<file path="src/rtl/core/brdf_pkg.sv">
// Shared types, constants and the row mask function for the row dedup filter.
// Used by brdf_cell and binary_row_dedup_filter_unit; no dependencies.
package brdf_pkg;

    localparam int TABLE_DEPTH = 64;
    localparam int ROW_WIDTH   = 64;
    localparam int WORD_W      = 64;
    localparam int LEN_W       = 7;

    localparam logic [LEN_W-1:0] LEN_RESET = LEN_W'(64);
    localparam logic [LEN_W-1:0] LEN_MAX   = LEN_W'(ROW_WIDTH);

    // Query word that walks along the chain of cells
    typedef struct packed {
        logic              valid;
        logic [WORD_W-1:0] row;
        logic              hit;
        logic              stored;
    } query_t;

    function automatic logic [WORD_W-1:0] row_mask(input logic [LEN_W-1:0] len);
        logic [LEN_W-1:0] eff;
        eff = len;
        if (eff == '0)
        begin
            eff = LEN_W'(1);
        end
        if (eff > LEN_MAX)
        begin
            eff = LEN_MAX;
        end
        // shift by the full width gives zero, so the mask becomes all ones
        return ~({WORD_W{1'b1}} << eff);
    endfunction

endpackage

</file>
<file path="src/rtl/core/brdf_cell.sv">
// One cell of the seen-row chain: one stored row with its valid bit and one query stage.
// Depends on brdf_pkg.
module brdf_cell
    import brdf_pkg::*;
(
    input  logic   clk,
    input  logic   rst_n,
    input  logic   clear,
    input  query_t q_in,
    output query_t q_out
);

    query_t            q_reg;
    logic              valid_reg;
    logic              valid_next;
    logic [WORD_W-1:0] entry_reg;
    logic              match;
    logic              take;

    assign match = valid_reg && (entry_reg == q_reg.row);
    // valid cells form a prefix, so the first empty cell a missing row meets is the free slot
    assign take  = q_reg.valid && !q_reg.hit && !q_reg.stored && !valid_reg;

    always_comb
    begin
        q_out        = q_reg;
        q_out.hit    = q_reg.hit || match;
        q_out.stored = q_reg.stored || take;
        valid_next   = valid_reg;
        if (clear)
        begin
            valid_next = 1'b0;
        end
        else if (take)
        begin
            valid_next = 1'b1;
        end
    end

    always_ff @(posedge clk or negedge rst_n)
    begin
        if (!rst_n)
        begin
            q_reg     <= '0;
            valid_reg <= 1'b0;
        end
        else
        begin
            q_reg     <= q_in;
            valid_reg <= valid_next;
        end
    end

    always_ff @(posedge clk)
    begin
        if (take)
        begin
            entry_reg <= q_reg.row;
        end
    end

endmodule

</file>
<file path="config.mk">
export PLATFORM = sky130hd
export DESIGN_NAME = brdf_cell
export DESIGN_NICKNAME = d
export VERILOG_FILES = /design/src/rtl/core/brdf_pkg.sv /design/src/rtl/core/brdf_cell.sv
export SDC_FILE = /design/constraint.sdc
export NUM_CORES = 1
export LEC_CHECK = 0
export BUFFER_PORTS_ARGS = -buffer_cell sky130_fd_sc_hd__buf_2
export CORE_UTILIZATION = 51
export CTS_CLUSTER_DIAMETER = 150
export DETAILED_ROUTE_END_ITERATION = 16
export GPL_TIMING_DRIVEN = 0
export PLACE_DENSITY = 0.77
export SKIP_CTS_REPAIR_TIMING = 1
export SYNTH_ARGS = -nofsm -noshare
export SYNTH_HDL_FRONTEND = slang
export SYNTH_SLANG_ARGS = --single-unit
</file>
<file path="constraint.sdc">
create_clock -name clk -period 5.1 [get_ports clk]
set_clock_uncertainty 0.1 [all_clocks]
set_input_delay 0.255 -clock clk [delete_from_list [all_inputs] [get_ports clk]]
set_output_delay 0.255 -clock clk [all_outputs]
set_load 0.01 [all_outputs]
</file>
Yosys cells after proc, flatten, opt, wreduce, memory -nomap -nowiden. Cells that the tools add are included. W data, S select, Z words.

Input port bits: 70. Flip-flop bits (word level): 132. Output and inout bits: 67. Word-level logic and storage cells: 19.

Reductions and logical operators: 10. Equal/unequal tests: 1. Mux-type cells: 2.

Operators by type and width (number): $eq A64 B64 Y1 (1); $logic_and A1 B1 Y1 (4); $logic_not A1 Y1 (3); $logic_or A1 B1 Y1 (2); $mux W1 (2); $reduce_bool A2 Y1 (1).

Longest topological paths before layout. Gate-level depths: netlist (run 1).

Word-level depth: 6. Gate-level depth with buffers: 5. Depth with buffers taken out: 5.

Least setup slack after synthesis (run 1). Ideal clock, no wire load.

Kind: reg2out. Start: register q_reg[0] (netlist name). End: output port q_out[0] (netlist name). Data required time: 4745 ps. Arrival time: 3604 ps. Path slack: 1141 ps. Cell stages (with the launch flop): 5. Cells stage by stage: dfrtp_1 nor2_1 nand2_1 nor2_1 or2_1.

RTL lines: start, declared (line brdf_cell.sv:13) `query_t q_reg;`; start signal, assigned (line brdf_cell.sv:49) `q_reg <= q_in;`; end, declared (line brdf_cell.sv:10) `output query_t q_out`.

==> qor.csv, run 1 <==
metric,value,unit
outcome,finished clean,
reg2reg path depth,4,
Largest register FFs,65,
"Setup violations, final",0,
routed vias,3057,
initial antenna violation count,0,
Rel. slew slack,0.3321,
VDD IR max,0.2510,mV
FF/Latch Area,0.003623,mm2
Syn Inst Count,293,
CTS tree,yes,
residual DRC count,0,
HPWL after detailed placement,5.641,mm
total routed wirelength,10.23,mm
post-route cell area,0.007030,mm2
CTS sink cnt,132,
Min Hold Slack,0.2931,ns
CP startpoint kind,flip-flop,
chip width,99.64,um
Slew Limit Fails,0,
io pins,137,
Worst EP required,4.74,ns
gr ovfl total,0,
Max stage delay on crit path,0.77,ns
Syn. warnings,0,
layout cells sized above 1,0.4426,
"FF+latch count, synth",132,
synth unique cells,19,
post-synthesis mux area share,0,
TritonRoute pass-1 iters,4,
largest family of logic cells by synthesized area,XOR/XNOR gates,
compound-cell area share of the yosys netlist,0.01029,
Antenna Violating Nets Remaining,0,
TNS Setup,0,ns
nets,588,
Critical Path Stages,6,
Synth Area in Adders,0,
Crit path max-delay family,simple AND/OR/NAND/NOR gates,
final cycle utilization of the critical path,0.5707,
number of buffers created by CTS,17,
maximum clock rate,343.6,MHz
first-pass GRT wire length,12.66,mm
Hold Path Cell Cnt,2,
WP buf/inv,2,
Worst Hold Class,input pin to flip-flop,
clk buf depth,2,
Core ar.,0.009240,mm2
antenna fix cells,0,
largest net degree at the start of global routing,69,
First DRT Iteration DRCs,84,
Clock transition at path regs,0.07,ns
Critical Path End Type,primary output,
min cycle time layout,2.910,ns
vias per inst,4.632,
"Net Count, Synth",363,
final hold vios,0,
final-layout fill cell count,541,
Least-Margin Pin Slew,0.9995,ns
Pwr Density,372.7,mW/mm2
"commonest cells after routing, fill and taps aside","135 x buf_2, 69 x dlygate4sd3_1, 68 x dfrtp_1",
PortBufs,136,
RSZ-0062 raised after global routing,no,
post-synthesis cell area,0.004862,mm2
Post-Synth XOR/XNOR Area,0.1081,
"most common cell after layout, fill and taps aside",buf_2,
sequential fraction of the synthesis area,0.7452,
die area,0.009928,mm2
final RePlAce weighted congestion,0.7550,
Die Ht,99.64,um
Simple-Gate Fraction of Synth Area,0.03294,
Post-Syn Area per Cell,16.59,um2
total track usage,0.1741,
worst-path maximum fanout,33,
LEAKAGE,3.103,nW
Initial Util,0.5262,
Syn-to-layout area delta,44.60,%
Skew-Pair Late Insertion Delay,0.50,ns
CP Class,flip-flop to primary output,
Rows,35,
Wirelength per Cell,15.50,um
CTS H-tree depth,4,
vias in the first global route,2679,
Crit path arrival time,2.56,ns
"Slowest-stage cell, CP",nor2_4,
root buffer cell,clkbuf_8,
CP Cell Sequence,nor2_1 -> nand2_1 -> nor2_4 -> buf_12 -> or2_1 -> buf_2,
dpl cell area,0.005734,mm2
area occupied by multi-input gates,743.2,um2
MaxCap Viol Count,0,
[cell families after synthesis]
logic type	Yosys count
XOR/XNOR	60
flip-flops	132
buffers and inverters	69
AO/OA/AOI/OAI	7
AND/OR/NAND/NOR	25
[path summary, 6_finish.rpt]
check	start	endpoint	slack (ns)
setup / recovery	q_reg[0]$_DFF_PN0_	q_out[0]	2.19
hold / removal	q_in[10]	q_out[10]$_DFF_PN0_	0.29
setup reg to reg	q_reg[0]$_DFF_PN0_	entry_reg[20]$_DFFE_PP_	2.90
hold reg to reg	q_out[62]$_DFF_PN0_	entry_reg[60]$_DFFE_PP_	0.39
max in group asynchronous	rst_n	q_out[46]$_DFF_PN0_	4.01
min in group asynchronous	rst_n	q_out[56]$_DFF_PN0_	0.33
[cells in the mapped netlist, drive strengths merged]
library cell / number / area [um2]
nor4: 12 / 75.07
dfrtp: 68 / 1702
nand4: 7 / 58.81
a21oi: 2 / 10.01
or2: 1 / 6.260
a41o: 1 / 10.01
o21ai: 1 / 5.000
edfxtp: 64 / 1922
o22ai: 1 / 6.260
nor2: 3 / 11.26
xnor2: 18 / 157.7
nor3: 1 / 5.000
a221o: 1 / 10.01
o2bb2ai: 1 / 8.760
nand2: 1 / 3.750
xor2: 42 / 367.9
buf: 65 / 488.0
inv: 4 / 15.01
[power breakdown]
| part | internal (mW) | leakage, nW | switching (mW) | total (mW) |
|---|---|---|---|---|
| logic | 0.124 | 1.42 | 0.0832 | 0.207 |
| clock network | 0.762 | 0.302 | 0.450 | 1.21 |
| registers | 1.17 | 1.38 | 0.0360 | 1.20 |
[final cells by class]
cell class | instances | area share
Inverter | 4 | 0.002136
Sequential cell | 132 | 0.5154
Multi-Input combinational cell | 92 | 0.1057
Clock inverter | 12 | 0.01958
Tap cell | 129 | 0.02296
Timing Repair Buffer | 206 | 0.1983
Buffer | 65 | 0.06941
Clock buffer | 20 | 0.06656
[through the flow]
stage | setup slack (ns) | cells | power, mW | util
final | 2.190 | 660 | 2.620 | 0.7609
after detailed placement | 2.799 | 559 | 1.382 | 0.6206
after global routing | 2.065 | 660 | 2.713 | 0.7609
after floorplan | 1.141 | 293 | 1.301 | -
after CTS | 2.226 | 591 | 2.591 | 0.6861
after global placement | -0.1482 | 558 | 1.375 | 0.6173
[layer usage]
metal / part of all wire / vias up / track usage
met5: 0 / - / 0
met4: 0.018 / 0 / 0.07127
met3: 0.048 / 18 / 0.06325
met2: 0.54 / 112 / 0.2756
met1: 0.40 / 1522 / 0.2190
li1: - / 1405 / -
No activity file was read; power rests on OpenSTA's default activity.
==> inputs of run 2 (changes only) <==
--- a/config.mk
+++ b/config.mk
@@ -6,11 +6,11 @@
 export NUM_CORES = 1
 export LEC_CHECK = 0
 export BUFFER_PORTS_ARGS = -buffer_cell sky130_fd_sc_hd__buf_2
-export CORE_UTILIZATION = 51
+export CORE_UTILIZATION = 46
 export CTS_CLUSTER_DIAMETER = 150
 export DETAILED_ROUTE_END_ITERATION = 16
 export GPL_TIMING_DRIVEN = 0
-export PLACE_DENSITY = 0.77
+export PLACE_DENSITY = 0.74
 export SKIP_CTS_REPAIR_TIMING = 1
 export SYNTH_ARGS = -nofsm -noshare
 export SYNTH_HDL_FRONTEND = slang
==> constraint.sdc (replaced) <==
create_clock -name clk -period 2.6 [get_ports clk]
set_clock_uncertainty 0.1 [all_clocks]
set_input_delay 0.13 -clock clk [delete_from_list [all_inputs] [get_ports clk]]
set_output_delay 0.13 -clock clk [all_outputs]
set_load 0.01 [all_outputs]
==> run 2 against run 1 <==
Cell area increased by 0.62%. Wire length is 5.5% lower. Combinational power up 98%. Die area grew 11%. Worst hold slack got worse by 0.14 ns. Total power increased by 94%. Critical path depth unchanged. First-iteration DRC count increased by 3.6%. Highest routed layer unchanged.
==> qor.csv, run 2 (synthesis gave the netlist of run 1 again) <==
metric,value,unit
outcome,finished clean,
Wirelength per Cell,14.45,um
Slew Limit Fails,0,
Finished Layout Cells,669,
CTS H-tree depth,4,
"Setup violations, final",0,
Initial Util,0.4731,
chip width,104.8,um
Hold Path Sink,q_out[59]$_DFF_PN0_,
post-route setup slack,0.08921,ns
HPWL after detailed placement,5.512,mm
total track usage,0.1610,
Clock transition at path regs,0.06,ns
M1 GR Usage,0.1943,
final cycle utilization of the critical path,0.9657,
Min Hold Slack,0.1493,ns
total routed wirelength,9.664,mm
Hold Path Cell Cnt,2,
CTS sink cnt,132,
Antenna Violating Nets Remaining,0,
First DRT Iteration DRCs,87,
TNS Setup,0,ns
maximum clock rate,398.3,MHz
io pins,137,
routed vias,2997,
Skew-Pair Late Insertion Delay,0.52,ns
met3 Usage GRT,0.06238,
Placement Setup Slack,0.3014,ns
Least-Margin Pin Slew,0.8810,ns
CTS tree,yes,
die area,0.01099,mm2
MaxCap Viol Count,0,
met2 Usage GRT,0.2554,
Largest register FFs,65,
TritonRoute pass-1 iters,4,
worst-path maximum fanout,3,
gr busiest metal,met2,
clk buf depth,2,
Crit path arrival time,2.28,ns
Rel. slew slack,0.4127,
PortBufs,136,
layout cells sized above 1,0.4503,
vias in the first global route,2733,
CP Class,flip-flop to primary output,
residual DRC count,0,
placed cell count,566,
reg2reg path depth,3,
number of buffers created by CTS,17,
Syn-to-layout area delta,45.50,%
Critical Path End Type,primary output,
root buffer cell,clkbuf_8,
post-route cell area,0.007074,mm2
flop2flop setup slack,0.58,ns
antenna fix cells,0,
nets,590,
Pwr Density,717.3,mW/mm2
gr ovfl total,0,
Die Ht,104.8,um
LEAKAGE,3.116,nW
Worst R2R Start,q_reg[0]$_DFF_PN0_,
min cycle time layout,2.511,ns
"commonest cells after routing, fill and taps aside","134 x buf_2, 69 x dlygate4sd3_1, 68 x dfrtp_1",
Final Core Density,0.6883,
Core ar.,0.01028,mm2
Worst Hold Class,input pin to flip-flop,
FF-to-FF End,entry_reg[5]$_DFFE_PP_,
Pwr Total,5.074,mW
first-pass GRT wire length,12.99,mm
Worst EP required,2.37,ns
"most common cell after layout, fill and taps aside",buf_2,
final RePlAce weighted congestion,0.7284,
final hold vios,0,
dpl cell area,0.005743,mm2
min-delay src,q_in[59],
CP startpoint kind,flip-flop,
RSZ-0062 raised after global routing,yes,
vias per inst,4.480,
initial antenna violation count,0,
largest net degree at the start of global routing,69,
Rows,37,
VDD IR max,0.5044,mV
## run 2: worst max path at each step
stage                        start                endpoint  slack [ns]  cells past startpoint
2_1_floorplan   q_reg[0]$_DFF_PN0_  entry_reg[0]$_DFFE_PP_        0.56                      3
3_3_place_gp    q_reg[0]$_DFF_PN0_                q_out[0]        0.06                      5
3_5_place_dp   q_out[62]$_DFF_PN0_                q_out[1]        0.30                      6
4_1_cts        q_out[62]$_DFF_PN0_                q_out[1]       -0.26                      6
5_1_grt        q_out[12]$_DFF_PN0_                q_out[1]       -0.07                      6
6_report       q_out[23]$_DFF_PN0_                q_out[1]        0.09                      6
## run 2: final cells by class
cell class / instances / area [um2]
sequential: 132 / 3623
fill: 715 / 3203
timing repair buffer: 207 / 1408
multi-input combinational: 93 / 789.5
buffer: 65 / 488.0
clock buffer: 20 / 445.4
tap: 136 / 170.2
clock inverter: 12 / 135.1
inverter: 4 / 15.01
## run 2: critical path, cell delays in order, from the launching register on
cell and delay (ns):
dfrtp_1 0.40, xor2_1 0.17, nor4_2 0.39, nand4_1 0.24, nor4_4 0.23, a41o_1 0.22, buf_6 0.11
## run 2: layer usage
layer / part of all wire / routed length [um]
met1: 0.40 / 3910
met4: 0.011 / 111
met3: 0.049 / 471
met2: 0.54 / 5171
met5: 0 / 0
## run 2: where the power goes
part	switching [mW]	total (mW)	internal, mW
sequential	0.0673	2.35	2.29
clock	0.820	2.31	1.49
combinational	0.163	0.409	0.246
